### src/rtl/core/whfh_pkg.sv
// ----------------------------------------------------------------------------
// whfh_pkg
// Shared types and constants for the water heater fill/heat controller.
// ----------------------------------------------------------------------------
package whfh_pkg;

    localparam int unsigned MODE_W     = 3;
    localparam int unsigned TEMP_W     = 2;
    localparam int unsigned COUNT_W    = 32;
    localparam int unsigned INTERVAL_W = 32;

    localparam logic [INTERVAL_W-1:0] FALLBACK_RESET = INTERVAL_W'(60000);
    localparam logic [COUNT_W-1:0]    COUNT_MAX      = '1;

    typedef enum logic [MODE_W-1:0] {
        MODE_IDLE      = 3'd0,
        MODE_FILL      = 3'd1,
        MODE_HEAT      = 3'd2,
        MODE_READY     = 3'd3,
        MODE_DRAIN     = 3'd4,
        MODE_FILL_ONLY = 3'd5
    } mode_t;

    typedef enum logic [TEMP_W-1:0] {
        TEMP_OFF  = 2'd0,
        TEMP_COLD = 2'd1,
        TEMP_HOT  = 2'd2
    } temp_t;

    typedef struct packed {
        logic toggle_press;
        logic drain_press;
        logic fill_only_request;
        logic tank_full;
        logic thermostat_cold;
    } tick_in_t;

    typedef struct packed {
        mode_t mode;
        logic  fill_valve;
        logic  heater;
        logic  drain_valve;
    } ctrl_state_t;

endpackage

### src/rtl/core/water_heater_fill_heat_controller.sv
// ----------------------------------------------------------------------------
// water_heater_fill_heat_controller
// Fill/heat/drain sequencer for a water heater, one transaction per tick.
// ----------------------------------------------------------------------------
// Each input transaction is one millisecond tick of debounced events and
// levels; each yields exactly one result transaction carrying the drives,
// the mode, the temperature reading and a mode-change flag. A transaction
// passes an input register, combinational next-state logic and a result
// register; a new transaction is taken every cycle while the result side
// keeps up. The fallback interval register is written through
// cfg_we/cfg_wdata and resets to 60000 ticks.
module water_heater_fill_heat_controller (
    input  logic                                aclk,
    input  logic                                aresetn,

    input  logic                                cfg_we,
    input  logic [whfh_pkg::INTERVAL_W-1:0]     cfg_wdata,

    input  logic                                s_valid,
    output logic                                s_ready,
    input  logic                                s_toggle_press,
    input  logic                                s_drain_press,
    input  logic                                s_fill_only_request,
    input  logic                                s_tank_full,
    input  logic                                s_thermostat_cold,

    output logic                                m_valid,
    input  logic                                m_ready,
    output logic                                m_fill_valve_on,
    output logic                                m_heater_on,
    output logic                                m_drain_valve_on,
    output logic [whfh_pkg::MODE_W-1:0]         m_mode,
    output logic [whfh_pkg::TEMP_W-1:0]         m_temp_reading,
    output logic                                m_mode_changed
);
    import whfh_pkg::*;

    logic [INTERVAL_W-1:0] interval_reg;

    logic        in_valid_reg;
    tick_in_t    tick_reg;

    ctrl_state_t         state_reg;
    ctrl_state_t         state_next;
    logic [COUNT_W-1:0]  ticks_reg;
    logic [COUNT_W-1:0]  ticks_next;
    temp_t               temp_next;
    logic                changed_next;

    logic        out_valid_reg;
    ctrl_state_t out_state_reg;
    temp_t       out_temp_reg;
    logic        out_changed_reg;

    logic        s_accept;
    logic        advance;

    assign advance  = in_valid_reg && (!out_valid_reg || m_ready);
    assign s_ready  = !in_valid_reg || advance;
    assign s_accept = s_valid && s_ready;

    always_ff @(posedge aclk) begin
        if (!aresetn) begin
            interval_reg <= FALLBACK_RESET;
        end else if (cfg_we) begin
            interval_reg <= cfg_wdata;
        end
    end

    always_ff @(posedge aclk) begin
        if (!aresetn) begin
            in_valid_reg <= 1'b0;
        end else if (s_accept) begin
            in_valid_reg <= 1'b1;
        end else if (advance) begin
            in_valid_reg <= 1'b0;
        end
    end

    always_ff @(posedge aclk) begin
        if (s_accept) begin
            tick_reg.toggle_press      <= s_toggle_press;
            tick_reg.drain_press       <= s_drain_press;
            tick_reg.fill_only_request <= s_fill_only_request;
            tick_reg.tank_full         <= s_tank_full;
            tick_reg.thermostat_cold   <= s_thermostat_cold;
        end
    end

    whfh_step u_step (
        .tick              (tick_reg),
        .state_cur         (state_reg),
        .ticks_cur         (ticks_reg),
        .fallback_interval (interval_reg),
        .state_nxt         (state_next),
        .ticks_nxt         (ticks_next),
        .temp_reading      (temp_next),
        .mode_changed      (changed_next)
    );

    // advance controller state once per transaction moved to the result stage
    always_ff @(posedge aclk) begin
        if (!aresetn) begin
            state_reg <= '{mode: MODE_IDLE, fill_valve: 1'b0, heater: 1'b0,
                           drain_valve: 1'b0};
            ticks_reg <= '0;
        end else if (advance) begin
            state_reg <= state_next;
            ticks_reg <= ticks_next;
        end
    end

    always_ff @(posedge aclk) begin
        if (!aresetn) begin
            out_valid_reg <= 1'b0;
        end else if (advance) begin
            out_valid_reg <= 1'b1;
        end else if (m_ready) begin
            out_valid_reg <= 1'b0;
        end
    end

    always_ff @(posedge aclk) begin
        if (advance) begin
            out_state_reg   <= state_next;
            out_temp_reg    <= temp_next;
            out_changed_reg <= changed_next;
        end
    end

    assign m_valid          = out_valid_reg;
    assign m_fill_valve_on  = out_state_reg.fill_valve;
    assign m_heater_on      = out_state_reg.heater;
    assign m_drain_valve_on = out_state_reg.drain_valve;
    assign m_mode           = out_state_reg.mode;
    assign m_temp_reading   = out_temp_reg;
    assign m_mode_changed   = out_changed_reg;

    a_advance_fills_result: assert property (@(posedge aclk) disable iff (!aresetn)
        advance |=> out_valid_reg)
        else $error("result stage empty after transfer");

    a_count_holds: assert property (@(posedge aclk) disable iff (!aresetn)
        !advance |=> $stable(ticks_reg) && $stable(state_reg))
        else $error("controller state moved without a transaction");

    a_heater_mode: assert property (@(posedge aclk) disable iff (!aresetn)
        state_reg.heater == (state_reg.mode == MODE_HEAT ||
                             state_reg.mode == MODE_READY))
        else $error("heater drive disagrees with mode");

    a_fill_mode: assert property (@(posedge aclk) disable iff (!aresetn)
        state_reg.fill_valve == (state_reg.mode == MODE_FILL ||
                                 state_reg.mode == MODE_FILL_ONLY))
        else $error("fill valve drive disagrees with mode");

    a_change_clears_count: assert property (@(posedge aclk) disable iff (!aresetn)
        advance && changed_next |=> ticks_reg == '0)
        else $error("tick count not cleared on mode change");

endmodule

### src/rtl/core/whfh_step.sv
// ----------------------------------------------------------------------------
// whfh_step
// Next-state logic for one tick: requests, toggles, temperature read,
// refill fallback and mode transitions.
// ----------------------------------------------------------------------------
module whfh_step (
    input  whfh_pkg::tick_in_t                      tick,
    input  whfh_pkg::ctrl_state_t                   state_cur,
    input  logic [whfh_pkg::COUNT_W-1:0]            ticks_cur,
    input  logic [whfh_pkg::INTERVAL_W-1:0]         fallback_interval,
    output whfh_pkg::ctrl_state_t                   state_nxt,
    output logic [whfh_pkg::COUNT_W-1:0]            ticks_nxt,
    output whfh_pkg::temp_t                         temp_reading,
    output logic                                    mode_changed
);
    import whfh_pkg::*;

    logic [COUNT_W-1:0] count;
    ctrl_state_t        s;
    temp_t              temp;

    assign count = (ticks_cur == COUNT_MAX) ? ticks_cur : ticks_cur + COUNT_W'(1);

    always_comb begin
        s = state_cur;

        if (tick.fill_only_request && s.mode == MODE_IDLE) begin
            s.fill_valve = 1'b1;
            s.mode       = MODE_FILL_ONLY;
        end

        if (tick.toggle_press) begin
            s.heater = 1'b0;
            if (s.mode == MODE_IDLE) begin
                s.drain_valve = 1'b0;
                s.fill_valve  = 1'b1;
                s.mode        = MODE_FILL;
            end else begin
                s.fill_valve = 1'b0;
                s.mode       = MODE_IDLE;
            end
        end

        if (tick.drain_press) begin
            s.fill_valve = 1'b0;
            s.heater     = 1'b0;
            if (!s.drain_valve) begin
                s.drain_valve = 1'b1;
                s.mode        = MODE_DRAIN;
            end else begin
                s.drain_valve = 1'b0;
                s.mode        = MODE_IDLE;
            end
        end

        // sample temperature with the heater state at this point
        if (!s.heater) begin
            temp = TEMP_OFF;
        end else if (tick.thermostat_cold) begin
            temp = TEMP_COLD;
        end else begin
            temp = TEMP_HOT;
        end

        if (count >= fallback_interval && !tick.tank_full &&
            (s.mode == MODE_HEAT || s.mode == MODE_READY)) begin
            s.heater     = 1'b0;
            s.fill_valve = 1'b1;
            s.mode       = MODE_FILL;
        end

        case (s.mode)
            MODE_FILL: begin
                if (tick.tank_full) begin
                    s.fill_valve = 1'b0;
                    s.heater     = 1'b1;
                    s.mode       = MODE_HEAT;
                end
            end
            MODE_HEAT: begin
                if (temp == TEMP_HOT) begin
                    s.mode = MODE_READY;
                end
            end
            MODE_READY: begin
                if (temp == TEMP_COLD) begin
                    s.mode = MODE_HEAT;
                end
            end
            MODE_FILL_ONLY: begin
                if (tick.tank_full) begin
                    s.fill_valve = 1'b0;
                    s.mode       = MODE_IDLE;
                end
            end
            default: begin
            end
        endcase
    end

    assign state_nxt    = s;
    assign temp_reading = temp;
    assign mode_changed = (s.mode != state_cur.mode);
    assign ticks_nxt    = mode_changed ? '0 : count;

endmodule
### config.mk
export PLATFORM = sky130hd
export DESIGN_NAME = water_heater_fill_heat_controller
export DESIGN_NICKNAME = d
export VERILOG_FILES = /design/src/rtl/core/whfh_pkg.sv /design/src/rtl/core/water_heater_fill_heat_controller.sv /design/src/rtl/core/whfh_step.sv
export SDC_FILE = /design/constraint.sdc
export NUM_CORES = 1
export LEC_CHECK = 0
export BUFFER_PORTS_ARGS = -buffer_cell sky130_fd_sc_hd__clkbuf_2
export CELL_PAD_IN_SITES_DETAIL_PLACEMENT = 1
export CELL_PAD_IN_SITES_GLOBAL_PLACEMENT = 1
export CORE_MARGIN = 1.5
export CORE_UTILIZATION = 50
export CTS_BUF_LIST = sky130_fd_sc_hd__clkbuf_2
export DETAILED_ROUTE_END_ITERATION = 7
export HOLD_SLACK_MARGIN = 0.08
export PLACE_DENSITY = 0.95
export SLEW_MARGIN = 10
export SYNTH_ARGS = -nofsm -noshare
export SYNTH_HDL_FRONTEND = slang
export SYNTH_SLANG_ARGS = --single-unit
### constraint.sdc
create_clock -name aclk -period 10 [get_ports aclk]
set_input_delay 1 -clock aclk [delete_from_list [all_inputs] [get_ports aclk]]
set_output_delay 1 -clock aclk [all_outputs]
set_load 0.1 [all_outputs]
Word-level counts from Yosys, hierarchy flattened. Cells that the tools add are included. Widths: inputs -> output; s select.

Flip-flop bits (word level): 86. Input bits: 42. Output and inout bits: 11. Word-level logic and storage cells: 69.

$add $sub $neg: 1. $lt $le $gt $ge: 1. Equality and inequality tests: 10. Multiplexer cells: 23. Reductions and logical operators: 15.

Operator list (number): $mux 32 (2); $add 32x1->32 const B (1); $eq 32x32->1 const B (1); $ge 32x32->1 (1); $eq 3x2->1 const B (4); $mux 6 (2); $pmux 3 s4 (1); $mux 5 (2); $mux 3 (3); $mux 4 (2); $mux 1 (7); $logic_not 3->1 (2); $mux 2 (3); $logic_and 1x1->1 (5); $reduce_bool 2->1 (2); $eq 3x1->1 const B (1); $eq 3x3->1 const B (1); $logic_not 1->1 (3); $logic_or 1x1->1 (3); $ne 3x3->1 (1); $eq 2x1->1 const B (1); $eq 2x2->1 const B (1); $pmux 1 s2 (1).

Logic depth before layout (Yosys ltp). Gate-level depths: netlist of run 1.

Word-level depth: 16. Gate-level depth with buffers: 19. Depth with buffers taken out: 16.

Cells and area by module. A second synthesis of run 1 with hierarchy kept.

Cell total of the unflattened synthesis: 656. Area, all modules: 5749.3 µm².

Modules (own cells, without submodules): water_heater_fill_heat_controller (times used 1, cells each 292, area an instance 3201.8 µm², seq. area each 1861.8 µm²); whfh_step (times used 1, cells each 364, area an instance 2547.4 µm², seq. area each 0.0 µm²).

Worst setup path before layout of run 1. OpenSTA, ideal clock, no wires.

Path kind: register -> register. Start: register ticks_reg[2]. End: register ticks_reg[18]. Setup time: 0.075 ns. Arrival time: 3.920 ns. Required time: 9.925 ns. Slack: 6.005 ns. Cell stages (with the launch flop): 19. Buffers on the path: 3. Period minus slack after synthesis: 3.995 ns. Path through: dfxtp_1 buf_2 and4_1 and2_1 nand3_1 a311oi_1 and3_1 xor2_1 ha_1 a21oi_1 o21ai_0 a221o_1 a211o_1 o21ai_0 and4bb_1 buf_4 buf_6 nand3b_2 a31oi_2.

Word-level cells in the longest chain between the ends: 10. Elaborated cells between the ends (all ways): 18. Those cells by class: 1 x add/sub; 1 x order compare; 6 x eq/ne; 8 x mux; 2 x reduce/logical.

Ends and longest elaborated chain: start, declared (RTL line water_heater_fill_heat_controller.sv:45) `logic [COUNT_W-1:0] ticks_reg;`; start signal, assigned (RTL line water_heater_fill_heat_controller.sv:109) `ticks_reg <= ticks_next;`; $add 32x1->32 / $eq 32x32->1 (equally long branches) (RTL line whfh_step.sv:22) `assign count = (ticks_cur == COUNT_MAX) ? ticks_cur : ticks_cur + COUNT_W'(1);`; $mux 32 * (RTL line whfh_step.sv:22); $ge 32x32->1 (RTL line whfh_step.sv:65) `if (count >= fallback_interval && !tick.tank_full &&`; $logic_and 1x1->1 (2 in series) (RTL line whfh_step.sv:65); $mux 5 (RTL line whfh_step.sv:65); $eq 3x3->1, or another cell as far along (RTL line whfh_step.sv:72) `case (s.mode)`; $pmux 3 s4 (RTL line whfh_step.sv:72); $ne 3x3->1 (RTL line whfh_step.sv:103) `assign mode_changed = (s.mode != state_cur.mode);`; $mux 32 * (RTL line whfh_step.sv:104) `assign ticks_nxt = mode_changed ? '0 : count;`.

Every way passes the cells marked *; elsewhere a longest branch is shown, timed or not. A chain may end at the register's enable or synchronous reset.

Worst setup path after layout of run 1.
Start: register ticks_reg[2]. End: register ticks_reg[26].

Same word-level chain as after synthesis.

==> results of run 1 <==
[worst max-delay path by stage]
stage	startpoint	endpoint	slack, ns	cells after the start
final	ticks_reg[2]$_SDFFE_PN0P_	ticks_reg[26]$_SDFFE_PN0P_	3.95	15
after global routing	ticks_reg[2]$_SDFFE_PN0P_	ticks_reg[4]$_SDFFE_PN0P_	3.65	15
after CTS	ticks_reg[2]$_SDFFE_PN0P_	ticks_reg[3]$_SDFFE_PN0P_	4.12	15
after detailed placement	ticks_reg[2]$_SDFFE_PN0P_	ticks_reg[3]$_SDFFE_PN0P_	4.30	15
after global placement	ticks_reg[6]$_SDFFE_PN0P_	ticks_reg[4]$_SDFFE_PN0P_	4.62	15
after floorplan	ticks_reg[2]$_SDFFE_PN0P_	ticks_reg[18]$_SDFFE_PN0P_	6.01	18
[cells by family (layout without fill, tap and decap cells)]
kind of cell / Yosys count / count (layout) / synth area share
XOR/XNOR: 33 / 33 / 0.0577
adder cells (fa/ha/maj): 33 / 33 / 0.0824
AND/OR/NAND/NOR: 227 / 227 / 0.234
AO/OA/AOI/OAI: 104 / 104 / 0.144
multiplexers: 26 / 26 / 0.0522
buffers and inverters: 68 / 110 / 0.0577
flip-flops: 86 / 86 / 0.372
[Yosys cell counts (10+ instances only)]
cell type | n | area share
and3_1 | 11 | 0.014
nor3_1 | 12 | 0.012
nand2_1 | 55 | 0.041
dfxtp_1 | 72 | 0.29
xor2_1 | 10 | 0.017
xnor2_1 | 23 | 0.040
edfxtp_1 | 14 | 0.084
ha_1 | 33 | 0.082
nand3_1 | 29 | 0.029
inv_1 | 40 | 0.030
mux2i_1 | 25 | 0.050
o21ai_0 | 20 | 0.020
a21oi_1 | 25 | 0.025
and2_1 | 12 | 0.015
a22o_1 | 11 | 0.019
nor2_1 | 53 | 0.040
clkbuf_1 | 15 | 0.011
nand4_1 | 12 | 0.015
[cell usage in the layout, fill, tap and decap left out, drive strengths merged, types with 14 or more instances in the layout]
master  synthesis  routed
xnor2          23      23
dfxtp          72      72
a21oi          25      25
edfxtp         14      14
nor2           53      53
mux2i          25      25
ha             33      33
inv            40      40
nand3          30      30
o21ai          27      27
clkbuf         15      61
nand2          55      55
[worst max-delay path, cell delays in order, from the launching register on]
cell and delay (ns):
dfxtp_1 0.57, and4_1 0.32, and2_1 0.24, nand3_1 0.14
a311oi_1 0.68, and3_1 0.33, xor2_1 0.23, ha_1 0.29
a21oi_1 0.19, o21ai_0 0.11, a221o_1 0.36, a211o_1 0.28
o21ai_0 0.56, and4bb_1 1.11, and3_4 0.42, a22o_1 0.16
[area by class of cell]
cell class / count / area, µm² / area share
Clock buffer: 9 / 45.0 / 0.00827
Inverter: 40 / 150 / 0.0276
Tap cell: 133 / 166 / 0.0306
Timing Repair Buffer: 54 / 275 / 0.0505
Multi-Input combinational cell: 423 / 2860 / 0.525
Sequential cell: 86 / 1860 / 0.342
Clock inverter: 7 / 88.8 / 0.0163
[metal layers]
layer	vias to the layer above	part of all wire	track usage
met5	-	0.00094	0
met4	2	0.023	0.109
met3	29	0.042	0.0400
met2	98	0.49	0.473
met1	2155	0.44	0.336
li1	2113	-	-
[report_power, final]
| group | internal (µW) | leakage [µW] | switching, µW | total [µW] |
|---|---|---|---|---|
| Combinational | 33.1 | 0.00153 | 71.2 | 104 |
| Clock | 80.9 | 0.0000770 | 128 | 209 |
| Sequential | 367 | 0.000723 | 9.82 | 377 |
| Total | 481 | 0.00233 | 209 | 690 |
[metrics by stage]
step,cell area (µm²),setup slack [ns],power (µW)
global placement,5310,4.62,480
finish,5450,3.95,690
detailed placement,5310,4.30,486
global route,5450,3.65,713
CTS,5450,4.12,692
floorplan,5010,6.01,460
==> results.md, run 1 <==
* Global-route wire length before repair at 22,000 µm
* DR pass1 iterations at 5
* Number of synthesized flops with an enable pin at 14
* Period utilization at 0.605
* R2R Setup Slk at 3.95 ns
* Routed Antenna Nets at 0
* Placeable Area at 9730 µm²
* Gpl congestion at 0.859
* #FFs+latches synth at 86
* Rows at 36
* Share of layout cells above drive strength 1 at 0.136
* Final setup violating endpoints at 0
* H-tree Lvls at 3
* Vias per inst at 5.85
* Pleak at 0.00233 µW
* Seq/Total Area, Yosys at 0.372
* Die width at 103 µm
* Post-route insts no fill at 752
* Final net count at 689
* Crit path max fanout at 29
* Setup crit end kind: flop
* Ys async rst share at 0
* End-of-flow core utilization at 0.560
* Pwr dens at 127 nW/µm²
* Synth Flop Type: dfxtp_1
* Setup Total Neg Slack at 0 ns
* Clock sinks at 86
* FF-to-FF Start: ticks_reg[2]$_SDFFE_PN0P_
* Initial antenna violation count at 1
* CTS buffer count at 9
* CTS tree: built
* Post-cts resize count at 0
* Worst Hold Class: flop to flop
* Hold buffer count at cts at 0
* Worst skew pair latency at 0.60 ns
* Hold path depth at 2
* Avg Cell Area, Syn at 8.68 µm²
* # fillers at 1,210
* Slew @ Worst Pin at 1.22 ns
* Worst r2r path cells at 15
* Post-layout min period at 6.05 ns
* GRT Resource Usage Total at 0.271
* Residual DRC count at 0
* Vias in the first global route at 4,579
* Final hold violation count at 0
* Post-Syn Instances at 577
* Cell Area, Synth at 5010 µm²
* Max-cap violation count at 0
* Synth unique cells at 62
* Max Root-Sink Buffers at 2
* Crit Path Class: flop to flop
* Worst hold slack at 0.489 ns
* GRT Residual Overflow at 0
* Worst Clk Skew at 0.0353 ns
* Worst Path Required at 10.54 ns
* Setup repair after global routing missed its margin: no
* Max Fclk at 165 MHz
* Yosys warns at 0
* Placed cell count at 736
* HPWL Detailed at 9840 µm
* Largest net degree at the start of global routing at 51
* Reg-to-reg endpoint: ticks_reg[26]$_SDFFE_PN0P_
* Area of the die at 10,600 µm²
* Hold Startpoint: state_reg[2]$_SDFFE_PN0P_
* Initial Utilization at 0.515
* Outcome: completed
* Slew Limit Fails at 0
* Syn-to-layout area delta at 8.72%
* Slew Limit Headroom at 0.190
* Routed WL at 13,800 µm
* Via count at 4,397
* Synthesized Nets at 652
* Post-CTS setup repair buffer count at 0
* CP Launch Type: flop
* Routed length per placed instance at 18.4 µm
* Ant. Diodes at 0
* Number of DRC markers in iteration 0 at 171
* CP arrival at 6.59 ns
* Die Span Y at 103 µm
* Port Buffers at 52
* Clk pin slew, worst setup/hold paths at 0.24 ns
* Hold EP: state_reg[2]$_SDFFE_PN0P_
* VDD IR-drop max at 0.0630 mV
* Root Driver: clkbuf_2
* IO Pins at 53
Note: power is estimated with default switching activity, not from simulation.
==> run 2: changes to the inputs <==
--- a/config.mk
+++ b/config.mk
@@ -9,11 +9,11 @@
 export CELL_PAD_IN_SITES_DETAIL_PLACEMENT = 1
 export CELL_PAD_IN_SITES_GLOBAL_PLACEMENT = 1
 export CORE_MARGIN = 1.5
-export CORE_UTILIZATION = 50
+export CORE_UTILIZATION = 46
 export CTS_BUF_LIST = sky130_fd_sc_hd__clkbuf_2
 export DETAILED_ROUTE_END_ITERATION = 7
 export HOLD_SLACK_MARGIN = 0.08
-export PLACE_DENSITY = 0.95
+export PLACE_DENSITY = 0.92
 export SLEW_MARGIN = 10
 export SYNTH_ARGS = -nofsm -noshare
 export SYNTH_HDL_FRONTEND = slang
==> constraint.sdc (replaced) <==
create_clock -name aclk -period 6.3 [get_ports aclk]
set_input_delay 0.63 -clock aclk [delete_from_list [all_inputs] [get_ports aclk]]
set_output_delay 0.63 -clock aclk [all_outputs]
set_load 0.1 [all_outputs]
==> results.md, run 2 (synthesis gave the netlist of run 1 again) <==
* Clock sinks at 86 (unchanged)
* Worst hold slack at 0.179 ns (-0.310 ns)
* NetSw at 324 µW (+55%)
* Worst skew pair latency at 0.60 ns (about the same)
* Clk pin slew, worst setup/hold paths at 0.25 ns (about the same)
* Syn-to-layout area delta at 8.42%
* Reg-to-reg endpoint: ticks_reg[19]$_SDFFE_PN0P_
* Routed WL at 13,300 µm (-4.2%)
* Hold buffer count at cts at 0 (unchanged)
* Slew @ Worst Pin at 1.09 ns (-0.124 ns)
* Setup crit start: ticks_reg[2]$_SDFFE_PN0P_
* CP arrival at 6.19 ns (-0.40 ns)
* Max Root-Sink Buffers at 2 (unchanged)
* GRT Residual Overflow at 0 (unchanged)
* Worst Path Required at 6.82 ns (-3.72 ns)
* Post-layout min period at 5.67 ns (-0.378 ns)
* Die Span Y at 107 µm (+4.1%)
* Vias per inst at 5.76 (-1.4%)
* H-tree Lvls at 3 (unchanged)
* CTS buffer count at 9 (unchanged)
* Slew Limit Headroom at 0.272 (+0.0824)
* Port Buffers at 52 (unchanged)
* Worst r2r path cells at 15 (unchanged)
* Power Total at 1060 µW (+54%)
* Vias in the first global route at 4,523 (-1.2%)
* Die width at 107 µm (+4.1%)
* DR pass1 iterations at 4 (-1)
* Crit path to: ticks_reg[19]$_SDFFE_PN0P_
* Post-route cell area at 5430 µm² (-0.28%)
* Global-route wire length before repair at 21,800 µm (-1.3%)
* Most frequent cells in the layout: 72 x dfxtp_1, 66 x clkbuf_2, 55 x nand2_1, 53 x nor2_1, 40 x inv_1
* FF-to-FF Start: ticks_reg[2]$_SDFFE_PN0P_
* Largest net degree at the start of global routing at 50 (-2.0%)
* Switching share of total power at 0.306 (+0.00282)
* VDD IR-drop max at 0.0764 mV (+21%)
* Pwr dens at 195 nW/µm² (+54%)
* Root Driver: clkbuf_2
* Gate power share at 0.158 (+0.007)
* Crit path max fanout at 19 (-34%)
* Setup repair after global routing missed its margin: no
* Share of layout cells above drive strength 1 at 0.140 (+0.00462)
* Final setup violating endpoints at 0 (unchanged)
* Placeable Area at 10,500 µm² (+7.5%)
* Period utilization at 0.900 (+0.295)
* Setup Total Neg Slack at 0 ns (unchanged)
* # fillers at 1,315 (+8.7%)
* CTS tree: built
* Initial Utilization at 0.479 (-0.0361)
* Max Fclk at 176 MHz (+6.7%)
* Number of DRC markers in iteration 0 at 200 (+17%)
* Post-CTS setup repair buffer count at 0 (unchanged)
* Pleak at 0.00233 µW (+0.18%)
* Hold Startpoint: s_thermostat_cold
* Placed inst area at 5320 µm² (+0.21%)
* HPWL Detailed at 9570 µm (-2.7%)
* Power share of the sequential group at 0.563 (+0.017)
* Outcome: completed
* Pint at 736 µW (+53%)
* GRT Resource Usage Total at 0.242 (-0.0289)
* Final hold violation count at 0 (unchanged)
* Routed length per placed instance at 17.5 µm (-4.8%)
* Clock share of power at 0.279 (-0.024)
* Via count at 4,364 (-0.75%)
* Gpl congestion at 0.865 (+0.76%)
* IO Pins at 53 (unchanged)
* Post-cts resize count at 0 (unchanged)
* Worst Hold Class: primary input to flop
* Max-cap violation count at 0 (unchanged)
* Routed Antenna Nets at 0 (unchanged)
* Most common cell after layout, fill and taps aside: dfxtp_1
* Final net count at 690 (+0.15%)
* Setup crit end kind: flop
* Residual DRC count at 0 (unchanged)
* Worst Clk Skew at 0.0379 ns (+0.00262 ns)
* Area of the die at 11,500 µm² (+8.4%)
* R2R Setup Slk at 0.63 ns (-3.32 ns)
* Crit Path Class: flop to flop
* Rows at 37 (+2.8%)
* Initial antenna violation count at 1 (unchanged)
* CP Launch Type: flop
* Slew Limit Fails at 0 (unchanged)
==> run 2: changes by cell type in the layout (fill, tap and decap cells not counted), sizes merged <==
cell,change
buf,+1
clkinvlp,-1
bufinv,-1
clkinv,-3
clkbuf,+5
diode,+1
==> run 2: routing by layer <==
layer  up-vias  track usage  part of all wire
li1       2118            -                 -
met1      2130        0.289              0.43
met5         -            0                 0
met3        22       0.0496             0.050
met2        94        0.422              0.50
met4         0        0.102             0.021
==> run 2: final cells by class <==
cell class,count,area [µm²],area share
Tap cell,136,170,0.0313
Antenna cell,1,2.50,0.000461
Multi-Input combinational cell,423,2860,0.526
Sequential cell,86,1860,0.343
Inverter,40,150,0.0276
Timing Repair Buffer,55,283,0.0521
Clock inverter,2,35.0,0.00645
Clock buffer,14,70.1,0.0129
==> run 2: stage by stage <==
stage / utilization / setup slack, ns / cells
finish: 0.519 / 0.627 / 757
floorplan: - / 2.31 / 577
detailed placement: 0.509 / 0.842 / 740
global route: 0.519 / 0.253 / 757
CTS: 0.519 / 0.723 / 756
global placement: 0.509 / 1.05 / 740
==> run 2: worst max-delay path, cell delays in order, from the launching register on <==
cell      delay (ns)
dfxtp_1         0.53
and4_1          0.32
and2_1          0.22
nand3_1         0.14
a311oi_1        0.73
and3_1          0.32
xor2_1          0.17
ha_1            0.26
a21oi_1         0.16
o21ai_0         0.14
a221o_1         0.40
a211o_1         0.28
o21ai_0         0.53
and4bb_1        0.81
and3_4          0.41
a22o_1          0.18
==> run 2: how the worst min path moves through the flow <==
stage / to / slack (ns) / cells after the start
2_1_floorplan: state_reg[2]$_SDFFE_PN0P_ / 0.44 / 2
6_report: tick_reg[0]$_DFFE_PP_ / 0.18 / 1
5_1_grt: tick_reg[4]$_DFFE_PP_ / 0.15 / 1
3_3_place_gp: state_reg[2]$_SDFFE_PN0P_ / 0.45 / 2
3_5_place_dp: state_reg[2]$_SDFFE_PN0P_ / 0.46 / 2
4_1_cts: tick_reg[0]$_DFFE_PP_ / 0.16 / 1
==> run 2: power by group through the flow <==
stage                     clock network (µW)  registers, µW  logic (µW)
after floorplan                            0            628         102
after global placement                     0            606         158
after detailed placement                   0            608         167
after CTS                                301            597         168
after global routing                     319            600         184
final                                    295            597         168
==> run 3: changes to the inputs <==
--- a/config.mk
+++ b/config.mk
@@ -5,16 +5,17 @@
 export SDC_FILE = /design/constraint.sdc
 export NUM_CORES = 1
 export LEC_CHECK = 0
-export BUFFER_PORTS_ARGS = -buffer_cell sky130_fd_sc_hd__clkbuf_2
 export CELL_PAD_IN_SITES_DETAIL_PLACEMENT = 1
 export CELL_PAD_IN_SITES_GLOBAL_PLACEMENT = 1
 export CORE_MARGIN = 1.5
-export CORE_UTILIZATION = 46
+export CORE_UTILIZATION = 50
 export CTS_BUF_LIST = sky130_fd_sc_hd__clkbuf_2
 export DETAILED_ROUTE_END_ITERATION = 7
+export DONT_BUFFER_PORTS = 1
 export HOLD_SLACK_MARGIN = 0.08
-export PLACE_DENSITY = 0.92
+export PLACE_DENSITY = 0.91
 export SLEW_MARGIN = 10
 export SYNTH_ARGS = -nofsm -noshare
 export SYNTH_HDL_FRONTEND = slang
+export SYNTH_HIERARCHICAL = 1
 export SYNTH_SLANG_ARGS = --single-unit
==> results.md, run 3 <==
* Most common cell after layout, fill and taps aside: nand2_1
* Synthesized Nets at 731 (+12%)
* GRT Residual Overflow at 0 (unchanged)
* Vias in the first global route at 4,958 (+9.6%)
* Commonest cells in the netlist: 115 x nand2_1, 72 x dfxtp_1, 72 x mux2i_1
* Power share of the sequential group at 0.573 (+0.010)
* HPWL Detailed at 11,200 µm (+17%)
* Max-cap violation count at 0 (unchanged)
* Syn-to-layout area delta at 3.39%
* Cell Area, Synth at 5750 µm² (+15%)
* Avg Cell Area, Syn at 8.76 µm² (+0.94%)
* Post-CTS setup repair buffer count at 0 (unchanged)
* Port Buffers at 0 (-100%)
* Post-route cell area at 5940 µm² (+9.4%)
* Pwr dens at 183 nW/µm² (-6.5%)
* Root Driver: clkbuf_2
* Most frequent cells in the layout: 115 x nand2_1, 72 x mux2i_1, 72 x dfxtp_1, 52 x inv_1, 33 x ha_1
* Slew @ Worst Pin at 0.973 ns (-0.119 ns)
* Synth unique cells at 75 (+21%)
* Outcome: completed
* NetSw at 324 µW (-0.24%)
* Vias per inst at 5.98 (+3.7%)
* #FFs+latches synth at 86 (unchanged)
* Global-route wire length before repair at 24,700 µm (+14%)
* # fillers at 1,311 (-0.30%)
* Pint at 761 µW (+3.5%)
* Largest net degree at the start of global routing at 105 (+110%)
* Pleak at 0.00249 µW (+6.8%)
* Routed length per placed instance at 19.3 µm (+10%)
* Top cell type by total area after synthesis: dfxtp_1
* Setup crit end kind: flop
* Rows at 38 (+2.7%)
* Die Span Y at 110 µm (+2.7%)
* VDD IR-drop max at 0.128 mV (+67%)
* Gpl congestion at 0.978 (+13%)
* Number of synthesized flops with an enable pin at 14 (unchanged)
* Worst skew pair latency at 0.61 ns (about the same)
* Hold buffer count at cts at 6 (+6)
* Yosys warns at 6 (+6)
* Clock sinks at 86 (unchanged)
* Ant. Diodes at 0 (-1)
* Routed Antenna Nets at 0 (unchanged)
* Initial antenna violation count at 0 (-1)
* End-of-flow core utilization at 0.539 (+0.0198)
* Most numerous cell in the Yosys netlist: nand2_1
* Setup repair after global routing missed its margin: no
* Crit Path Class: flop to flop
* Post-layout min period at 5.51 ns (-0.162 ns)
* IO Pins at 53 (unchanged)
* H-tree Lvls at 3 (unchanged)
* Ys async rst share at 0 (unchanged)
* Final net count at 717 (+3.9%)
* Worst Path Required at 6.81 ns (about the same)
* Max Fclk at 181 MHz (+2.9%)
* Residual DRC count at 0 (unchanged)
* DR pass1 iterations at 5 (+1)
* CTS buffer count at 9 (unchanged)
* Final hold violation count at 0 (unchanged)
* Share of the synthesized area in the top cell type at 0.251 (-0.0370)
* Routed WL at 15,200 µm (+14%)
* Crit path max fanout at 16 (-3)
* Share of layout cells above drive strength 1 at 0.0943 (-0.0460)
* Switching share of total power at 0.298 (-0.00772)
* Clk pin slew, worst setup/hold paths at 0.26 ns (about the same)
* Multi-input logic area at 3480 µm² (+22%)
* Placed inst area at 5750 µm² (+8.0%)
* Synth Flop Type: dfxtp_1
* CP arrival at 6.02 ns (-0.17 ns)
* Seq/Total Area, Yosys at 0.324 (-0.0478)
* Final setup violating endpoints at 0 (unchanged)
* Worst Clk Skew at 0.0459 ns (+0.00794 ns)
* Die width at 110 µm (+2.7%)
* Register area at 1860 µm² (unchanged)
* Setup Total Neg Slack at 0 ns (unchanged)
* Slew Limit Fails at 0 (unchanged)
* Worst Hold Class: primary input to flop
* Post-Syn Instances at 656 (+14%)
* Via count at 4,706 (+7.8%)
* Number of DRC markers in iteration 0 at 199 (-0.50%)
* Period utilization at 0.875 (-0.0258)
* Placeable Area at 11,000 µm² (+5.4%)
* CTS tree: built
* Area of the die at 12,200 µm² (+5.4%)
* Top cells by area, synth: dfxtp_1 25%, mux2i_1 13%, nand2_1 7.5%, edfxtp_1 7.3%, ha_1 7.2%
* Max Root-Sink Buffers at 2 (unchanged)
* Clock share of power at 0.310 (+0.031)
* CP Launch Type: flop
* Initial Utilization at 0.521 (+0.0424)
* Gate power share at 0.117 (-0.041)
* Post-cts resize count at 0 (unchanged)
* Slew Limit Headroom at 0.350 (+0.0782)
* GRT Resource Usage Total at 0.267 (+0.0243)
==> run 3: kinds of logic (layout without fill, tap and decap cells) <==
kind of cell | Yosys count | in the layout | share of synthesized area
simple gates | 263 | 263 | 0.243
buf+inv | 88 | 79 | 0.0733
compound gates | 86 | 86 | 0.119
flops | 86 | 86 | 0.324
mux | 73 | 73 | 0.128
fa+ha+maj | 33 | 33 | 0.0718
xor+xnor | 27 | 27 | 0.0411
==> run 3: final timing paths <==
| check | slack [ns] | from | to | depth (start not counted) |
|---|---|---|---|---|
| setup / recovery | 0.79 | ticks_reg[3]$_SDFFE_PN0P_ | ticks_reg[3]$_SDFFE_PN0P_ | 17 |
| hold / removal | 0.12 | cfg_wdata[13] | interval_reg[13]$_SDFFE_PN1P_ | 2 |
| setup reg to reg | 0.79 | ticks_reg[3]$_SDFFE_PN0P_ | ticks_reg[3]$_SDFFE_PN0P_ | 17 |
| hold reg to reg | 0.50 | state_reg[0]$_SDFFE_PN0P_ | state_reg[0]$_SDFFE_PN0P_ | 2 |
==> run 3: area by class of cell <==
class	instances	share of cell area
multi-input combinational	482	0.586
timing repair buffer	11	0.0164
clock buffer	9	0.00758
inverter	52	0.0328
clock inverter	7	0.0149
tap	140	0.0295
sequential	86	0.313
==> run 3: critical path: stages (launching register included) <==
cell and delay, ns:
dfxtp_1 0.51, and4_1 0.34, and2_1 0.39, nand2_1 0.20, nor4_1 0.41, xnor2_1 0.25, inv_1 0.08, ha_1 0.29
nand4_1 0.22, nor4_1 0.79, a2bb2oi_1 0.21, a21oi_2 0.40, o41ai_2 0.12, buf_4 0.20, nand2_1 0.68, a211oi_1 0.12
nand2_1 0.12, mux2i_1 0.07
==> run 3: power groups by stage <==
stage                     registers (µW)  logic, µW  clock network (µW)
final                                622        127                 336
after global routing                 625        139                 359
after CTS                            622        125                 339
after detailed placement             633        121                   0
after global placement               631        113                   0
after floorplan                      626        116                   0
==> run 3: metal layers <==
metal,vias to the layer above,track usage,part of all wire
li1,2246,-,-
met1,2310,0.310,0.41
met2,111,0.472,0.51
met3,39,0.0364,0.039
met4,0,0.146,0.040
met5,-,0,0
==> run 3: stage by stage <==
step	std cells	setup slack (ns)	power, µW	hold WS (ns)
3_5_place_dp	765	0.907	754	0.463
6_report	787	0.790	1080	0.125
4_1_cts	787	0.902	1090	0.0913
3_3_place_gp	765	1.11	744	0.451
2_1_floorplan	656	2.20	742	0.435
5_1_grt	787	0.426	1120	0.0910
